$ cat config.mk
export PLATFORM = sky130hd
export DESIGN_NAME = lru_key_value_cache_flat
export DESIGN_NICKNAME = d
export VERILOG_FILES = /design/src/hdl/lkvc_pkg.sv /design/src/hdl/lkvc_req_if.sv /design/src/hdl/lkvc_rsp_if.sv /design/src/hdl/lru_key_value_cache.sv /design/src/flat_wrapper.sv
export SDC_FILE = /design/constraint.sdc
export NUM_CORES = 2
export LEC_CHECK = 0
export ABC_AREA = 1
export BUFFER_PORTS_ARGS = -buffer_cell sky130_fd_sc_hd__buf_2
export CAP_MARGIN = 20
export CELL_PAD_IN_SITES_DETAIL_PLACEMENT = 1
export CELL_PAD_IN_SITES_GLOBAL_PLACEMENT = 2
export CORE_MARGIN = 5
export CORE_UTILIZATION = 46
export DETAILED_ROUTE_END_ITERATION = 8
export PLACE_DENSITY = 0.95
export SYNTH_ARGS = -nofsm -noshare
export SYNTH_HDL_FRONTEND = slang
export SYNTH_SLANG_ARGS = --single-unit
$ cat constraint.sdc
create_clock -name clk -period 7.94 [get_ports clk]
set_input_delay 0.397 -clock clk [delete_from_list [all_inputs] [get_ports clk]]
set_output_delay 0.397 -clock clk [all_outputs]
set_load 0.02 [all_outputs]
$ cat src/hdl/lkvc_pkg.sv
package lkvc_pkg;

  // field widths of the request and response items
  localparam int KEY_W   = 32;
  localparam int VALUE_W = 32;
  localparam int CAP_W   = 5;

  // operation of a request item
  typedef enum logic [0:0] {
    KIND_GET = 1'b0,
    KIND_SET = 1'b1
  } kind_t;

  typedef logic signed [KEY_W-1:0]   key_t;
  typedef logic signed [VALUE_W-1:0] value_t;
  typedef logic        [CAP_W-1:0]   cap_t;

  // capacity after reset, and the value returned on a miss
  localparam cap_t   CAP_RESET  = cap_t'(16);
  localparam value_t MISS_VALUE = '1;

endpackage

$ cat src/hdl/lkvc_req_if.sv
interface lkvc_req_if;
  logic           valid;
  logic           ready;
  lkvc_pkg::kind_t  kind;
  lkvc_pkg::key_t   key;
  lkvc_pkg::value_t value;

  modport source (output valid, output kind, output key, output value, input ready);
  modport sink   (input valid, input kind, input key, input value, output ready);
endinterface

$ cat src/hdl/lkvc_rsp_if.sv
interface lkvc_rsp_if;
  logic             valid;
  logic             ready;
  logic             hit;
  lkvc_pkg::value_t read_value;

  modport source (output valid, output hit, output read_value, input ready);
  modport sink   (input valid, input hit, input read_value, output ready);
endinterface

$ cat src/hdl/lru_key_value_cache.sv
// Fully associative key-value cache with least-recently-used replacement.
//
// req channel: one item per get (kind KIND_GET) or set (kind KIND_SET) with
// a key and, for a set, a value. rsp channel: one item per get only, with
// hit and read_value (the stored value, or all ones on a miss). A set gives
// no response item.
// cfg_we / cfg_wdata write the capacity (entries in use before eviction);
// zero acts as one, anything above ENTRIES acts as ENTRIES. Write it only
// while no item is in flight.
//
// Timing: an accepted get passes the input register and then the response
// register. Throughput: one item per cycle while rsp is not held, set by
// the single pass of ENTRIES parallel key compares and the rank update
// between the input register and the response register.
// Reset: store empty, capacity 16; no clearing pass is needed.
// Stall: while rsp is held, a get waits in the input register and req.ready
// drops; a set in the input register still drains since it has no response.
module lru_key_value_cache #(
  parameter int ENTRIES = 16
) (
  input  logic              clk,
  input  logic              rst,
  input  logic              cfg_we,
  input  lkvc_pkg::cap_t    cfg_wdata,
  lkvc_req_if.sink          req,
  lkvc_rsp_if.source        rsp
);
  import lkvc_pkg::*;

  localparam int RW   = (ENTRIES > 1) ? $clog2(ENTRIES) : 1;
  localparam int CW   = $clog2(ENTRIES + 1);
  localparam int CAPW = (CW > CAP_W) ? CW : CAP_W;

  // entry storage
  key_t            entry_key   [ENTRIES];
  value_t          entry_value [ENTRIES];
  logic [RW-1:0]   entry_rank  [ENTRIES];
  logic [ENTRIES-1:0] entry_valid;
  logic [CW-1:0]   entry_count;
  cap_t            capacity;

  // input register
  logic   s1_valid;
  kind_t  s1_kind;
  key_t   s1_key;
  value_t s1_value;
  logic   s1_go;

  // response register
  logic   rsp_valid;
  logic   rsp_hit;
  value_t rsp_read_value;

  // lookup and update control
  logic [ENTRIES-1:0] match;
  logic [ENTRIES-1:0] victim;
  logic [ENTRIES-1:0] free_oh;
  logic [ENTRIES-1:0] tgt;
  logic               hit;
  value_t             hit_value;
  logic [RW-1:0]      hit_rank;
  logic [CAPW-1:0]    cap_ext;
  logic [CAPW-1:0]    eff_cap;
  logic               store_full;
  logic [CW-1:0]      r_sel;
  logic               do_update;
  logic               write_key;
  logic               write_value;
  logic               insert;

  // handshake
  assign s1_go     = s1_valid && (s1_kind == KIND_SET || !rsp_valid || rsp.ready);
  assign req.ready = !s1_valid || s1_go;

  assign rsp.valid      = rsp_valid;
  assign rsp.hit        = rsp_hit;
  assign rsp.read_value = rsp_read_value;

  // capacity register
  always_ff @(posedge clk) begin
    if (rst) begin
      capacity <= CAP_RESET;
    end else if (cfg_we) begin
      capacity <= cfg_wdata;
    end
  end

  // input register
  always_ff @(posedge clk) begin
    if (rst) begin
      s1_valid <= 1'b0;
    end else if (req.valid && req.ready) begin
      s1_valid <= 1'b1;
    end else if (s1_go) begin
      s1_valid <= 1'b0;
    end
  end

  always_ff @(posedge clk) begin
    if (req.valid && req.ready) begin
      s1_kind  <= req.kind;
      s1_key   <= req.key;
      s1_value <= req.value;
    end
  end

  // parallel key compare, value and rank of the matching entry
  always_comb begin
    match     = '0;
    hit_value = '0;
    hit_rank  = '0;
    for (int i = 0; i < ENTRIES; i++) begin
      match[i] = entry_valid[i] && (entry_key[i] == s1_key);
      if (match[i]) begin
        hit_value = hit_value | entry_value[i];
        hit_rank  = hit_rank | entry_rank[i];
      end
    end
  end

  assign hit = |match;

  // least recent entry holds the rank entry_count - 1
  always_comb begin
    for (int i = 0; i < ENTRIES; i++) begin
      victim[i] = entry_valid[i] && (CW'(entry_rank[i]) == CW'(entry_count - 1'b1));
    end
  end

  // lowest free slot
  assign free_oh = ~entry_valid & (entry_valid + ENTRIES'(1));

  // effective capacity and full check
  always_comb begin
    cap_ext = CAPW'(capacity);
    if (cap_ext == '0) begin
      eff_cap = CAPW'(1);
    end else if (cap_ext > CAPW'(ENTRIES)) begin
      eff_cap = CAPW'(ENTRIES);
    end else begin
      eff_cap = cap_ext;
    end
  end

  assign store_full = (CAPW'(entry_count) >= eff_cap) || (&entry_valid);

  // choose target entry and the rank below which entries age
  always_comb begin
    do_update   = s1_go && (s1_kind == KIND_SET || hit);
    write_key   = 1'b0;
    write_value = 1'b0;
    insert      = 1'b0;
    if (hit) begin
      tgt         = match;
      r_sel       = CW'(hit_rank);
      write_value = (s1_kind == KIND_SET);
    end else if (store_full) begin
      tgt         = victim;
      r_sel       = CW'(entry_count - 1'b1);
      write_key   = 1'b1;
      write_value = 1'b1;
    end else begin
      tgt         = free_oh;
      r_sel       = entry_count;
      write_key   = 1'b1;
      write_value = 1'b1;
      insert      = 1'b1;
    end
  end

  // entry payload and rank update
  always_ff @(posedge clk) begin
    if (do_update) begin
      for (int i = 0; i < ENTRIES; i++) begin
        if (tgt[i]) begin
          entry_rank[i] <= '0;
          if (write_key) begin
            entry_key[i] <= s1_key;
          end
          if (write_value) begin
            entry_value[i] <= s1_value;
          end
        end else if (entry_valid[i] && (CW'(entry_rank[i]) < r_sel)) begin
          entry_rank[i] <= RW'(entry_rank[i] + 1'b1);
        end
      end
    end
  end

  // valid bits and fill count
  always_ff @(posedge clk) begin
    if (rst) begin
      entry_valid <= '0;
      entry_count <= '0;
    end else if (do_update && insert) begin
      entry_valid <= entry_valid | tgt;
      entry_count <= CW'(entry_count + 1'b1);
    end
  end

  // response register
  always_ff @(posedge clk) begin
    if (rst) begin
      rsp_valid <= 1'b0;
    end else if (s1_go && s1_kind == KIND_GET) begin
      rsp_valid <= 1'b1;
    end else if (rsp.ready) begin
      rsp_valid <= 1'b0;
    end
  end

  always_ff @(posedge clk) begin
    if (s1_go && s1_kind == KIND_GET) begin
      rsp_hit        <= hit;
      rsp_read_value <= hit ? hit_value : MISS_VALUE;
    end
  end

  // fill count tracks the valid bits
  a_count_matches_valid: assert property (@(posedge clk) disable iff (rst)
    $countones(entry_valid) == int'(entry_count))
    else $error("fill count differs from number of valid entries");

  // a key lives in at most one entry
  a_key_unique: assert property (@(posedge clk) disable iff (rst)
    s1_valid |-> $onehot0(match))
    else $error("key found in more than one entry");

  // a get that leaves the input register shows up as a response
  a_get_responds: assert property (@(posedge clk) disable iff (rst)
    (s1_go && s1_kind == KIND_GET) |=> rsp.valid)
    else $error("get item produced no response");

  // an update always has exactly one target entry
  a_one_target: assert property (@(posedge clk) disable iff (rst)
    do_update |-> $onehot(tgt))
    else $error("update without a single target entry");

endmodule
$ cat src/flat_wrapper.sv
// flat-port wrapper written by rule: the top's interface ports become plain ports
module lru_key_value_cache_flat import lkvc_pkg::*;
#(
  parameter int ENTRIES = 16
)
  (clk, rst, cfg_we, cfg_wdata, req_valid, req_kind, req_key, req_value, req_ready, rsp_valid, rsp_hit, rsp_read_value, rsp_ready);
  lkvc_req_if req_i ();
  lkvc_rsp_if rsp_i ();
  input  logic clk;
  input  logic rst;
  input  logic cfg_we;
  input  lkvc_pkg::cap_t cfg_wdata;
  input wire logic [$bits(req_i.valid)-1:0] req_valid;
  input wire logic [$bits(req_i.kind)-1:0] req_kind;
  input wire logic [$bits(req_i.key)-1:0] req_key;
  input wire logic [$bits(req_i.value)-1:0] req_value;
  output wire logic [$bits(req_i.ready)-1:0] req_ready;
  output wire logic [$bits(rsp_i.valid)-1:0] rsp_valid;
  output wire logic [$bits(rsp_i.hit)-1:0] rsp_hit;
  output wire logic [$bits(rsp_i.read_value)-1:0] rsp_read_value;
  input wire logic [$bits(rsp_i.ready)-1:0] rsp_ready;
  assign req_i.valid = req_valid;
  assign req_i.kind = req_kind;
  assign req_i.key = req_key;
  assign req_i.value = req_value;
  assign req_ready = req_i.ready;
  assign rsp_valid = rsp_i.valid;
  assign rsp_hit = rsp_i.hit;
  assign rsp_read_value = rsp_i.read_value;
  assign rsp_i.ready = rsp_ready;
  lru_key_value_cache #(.ENTRIES(ENTRIES)) u_core (.clk(clk), .rst(rst), .cfg_we(cfg_we), .cfg_wdata(cfg_wdata), .req(req_i), .rsp(rsp_i));
endmodule
==> out/qor.yml <==
logic_synthesis:
  synth.distinct_cells: 52
  syn_inst: 5473
  synth-edff-count: 1186
  async_flop_share_pct: 0
  syn-cell-area_mm2: 0.0572
  ys.flop_type: "edfxtp_1"
  yosys_warnings: 0
  synth-seq-cells: 1214
  ys_seq_area_share_pct: 63.3
  synth_common_cells: "1426 x nand2_1, 1186 x edfxtp_1, 704 x nor2_1, 517 x inv_1, 231 x o21ai_0"
  syn_avg_cell_area_um2: 10.4
  synth_most_common_cell: "nand2_1"
  synth_nets: 5619
  synth_area_leaders: "edfxtp_1 62%, nand2_1 9.4%, nor2_1 4.6%"
  synth.top_cell.area_share_pct: 62.3
  synth_area_leader_cell: "edfxtp_1"
finish:
  multiInputGateArea_mm2: 0.0182
  syn_to_final_growth_pct: 14.1
  post-route-util_pct: 52.8
  fillers: 13346
  drive_gt1_share_pct: 8.94
  final_nets: 5867
  seqCellArea_mm2: 0.0362
pwr:
  peakVddDrop_uv: 264
  power_density_mw_per_mm2: 226
  p_leak_nw: 24.8
floorplan:
  dieArea_mm2: 0.131
  dieHeight_um: 362
  core_mm2: 0.124
  io_pins: 110
  dieWidth_um: 362
  rows: 129
  initial_core_util_pct: 46.2
critical_path:
  required_ps: 8410
  end_kind: "flop"
  path_cells: "buf_4 > inv_1 > nand2_1 > nand2_1 > nor2_1 > nand2_1 > nor2_1 > nand3_1 > nor2_4 > nor2_1 > nand2_2 > nor2_8 > nand3_4 > nand2_4 > inv_1 > nand2_1 > nor2_4 > buf_4"
  cp-start-kind: "flop"
  rrSetupSlack_ps: 1670
  critPathMaxFanout: 24
  crit_end: "u_core.entry_value[1][64]"
  r2r_end: "u_core.entry_value[1][64]"
  critPathMostFrequentCell: "nand2_1"
  cp_slowest_cell: "edfxtp_1"
  reg2reg_from: "u_core.s1_key[12]"
  crit_path_start: "u_core.s1_key[12]"
  worstSetupPathType: "flop to flop"
  critPathMaxStageDelay_ps: 920
  crit_arrival_ps: 6740
  ff2ff_path_depth: 18
placement:
  pre_cts_ws_ps: 1950
  port_buffers: 109
  detailed_place_hpwl_um: 134000
  gp_congestion: 0.920
worst_hold_path:
  min_path_type: "input port to flop"
clocking:
  clk-insertion-delay-late_ps: 840
  postCtsResizedCells: 0
  cts_setup_buffers: 0
  cts_root_buffer: "clkbuf_16"
  tritoncts: "done"
  cts_htree_levels: 4
  cts_buffers: 133
  cts_buffer_depth: 3
  cts.clk_slew.worst_paths_ps: 60
  cts_sinks: 1214
timing:
  skew_ps: 67.9
  final-max-slew-violation-count: 0
  timing.setup.tns_ps: 0
  rsz0062_at_grt: "no"
  setup_ws_ps: 1670
  max_freq_mhz: 160
  max_slew_margin_pct: 20.5
  finalCriticalPeriod_ps: 6270
  tightest_slew_ps: 1190
  fin_crit_sh_pct: 79.0
  setup_viol: 0
  hold_viol_final: 0
grt:
  track_usage_pct: 34.8
  antenna_found_initial: 9
  grt_first_pass_wirelength_um: 333000
  grt_pass1_vias: 48473
  gr-total-overflow: 0
  grt_max_degree: 45
detailed_routing:
  wl_met3_um: 28000
  routedWlPerCell_um: 31.4
  drt-total-wl_um: 235000
  drt_iter0_markers: 6435
  first_pass_iters: 8
  top_layer: "met5"
  dr_wl_met2_um: 105000
  vias_per_cell: 6.29
  wl_met1_um: 85600
  postRouteAntennaNets: 0
  vias: 46986
  drcViolationCount: 0
flow_run:
  drv_cap: 0
run_status:
  status: "complete, no violations"
## final cells by class
type                       count  area share, %
inverter                     544           3.13
timing repair buffer         297           3.48
clock buffer                 158           5.25
sequential                  1214           55.5
antenna                        8         0.0307
tap                         1637           3.14
clock inverter                82           1.61
multi-input combinational   3531           27.9
## worst min-delay path by stage
stage                           start                endpoint  cells after the start
floorplan           u_core.cap_ext[0]       u_core.cap_ext[0]                      2
global placement    u_core.cap_ext[0]       u_core.cap_ext[0]                      2
detailed placement  u_core.cap_ext[0]       u_core.cap_ext[0]                      2
CTS                               rst  u_core.entry_valid[10]                      2
global route                      rst  u_core.entry_valid[11]                      2
finish                            rst  u_core.entry_valid[10]                      2
## metal layers
metal / track usage [%] / up-vias
li1: - / 19297
met1: 44.4 / 23157
met2: 54.6 / 3614
met3: 8.75 / 916
met4: 19.6 / 2
met5: 0 / -
## registers in the layout (all words and copies together), names as in the netlist
register	count
u_core.cap_ext	5
u_core.rsp.read_value	32
u_core.entry_value	512
u_core.entry_rank	64
u_core.s1_key	32
u_core.rsp.hit	1
u_core.entry_key	512
u_core.entry_count	5
u_core.rsp.valid	1
u_core.s1_kind	1
u_core.s1_value	32
u_core.s1_valid	1
u_core.entry_valid	16
## cell families after synthesis
family	count (synthesis)	synth area share, %
DFF	1214	63.3
muxes	1	0.0175
AOI/OAI and AO/OA	651	7.62
xor gates and xnor gates	182	2.79
buffers and inverters	728	5.31
adders and majority gates	71	1.55
and+or+nand+nor	2626	19.4
## cell usage in the layout, fill, tap and decap left out, types with 11 or more instances in the layout
cell,Yosys,layout
or2_0,18,18
a221oi_1,60,60
inv_1,517,516
bufinv_16,0,14
edfxtp_1,1186,1186
clkbuf_1,63,25
clkinv_1,4,34
nand3b_1,19,19
nand2_1,1426,1426
a21oi_1,73,72
ha_1,71,71
buf_2,63,109
nand4_1,125,125
xor2_1,85,85
nand3_2,16,16
nor2_4,12,42
nor3_1,25,25
or2_1,12,12
nor4_1,38,38
a22o_1,206,206
inv_2,23,24
dlygate4sd3_1,0,83
o21ai_0,231,231
o21ai_1,25,25
o22ai_1,36,36
buf_4,43,97
xnor2_1,97,97
dfxtp_1,28,28
clkbuf_16,0,133
clkinv_2,0,12
nand3_1,179,179
nor2_2,7,11
nor2_1,704,670
or2_2,11,11
## through the flow
| stage | cell area [um^2] | hold slack (ps) | instances | total power, mW |
|---|---|---|---|---|
| 2_1_floorplan | 57200 | 486 | 5473 | 7.77 |
| 3_3_place_gp | 59800 | 528 | 7135 | 8.14 |
| 3_5_place_dp | 59900 | 519 | 7138 | 8.18 |
| 4_1_cts | 65200 | 125 | 7461 | 14.6 |
| 5_1_grt | 65200 | 178 | 7463 | 15.1 |
| 6_report | 65200 | 191 | 7471 | 14.7 |
## what timing repair did
item | in CTS | in global routing
hold buffers | 83 | 0
endpoints found under the hold margin | 72 | 0
setup endpoints to repair | 0 | 0
## report_power, final
part | switching (mW) | internal, mW | leakage [nW]
clock | 2.98 | 3.61 | 2.12
sequential | 0.0767 | 7.08 | 11.0
combinational | 0.729 | 0.250 | 11.7
total | 3.79 | 10.9 | 24.8
## worst max-delay path, delay by kind of cell, from the launching register on
kind,cells,cell delay (ps)
and+or+nand+nor,14,3110
buffers and inverters,4,1900
DFF,1,920
(Power assumes the default switching activity.)
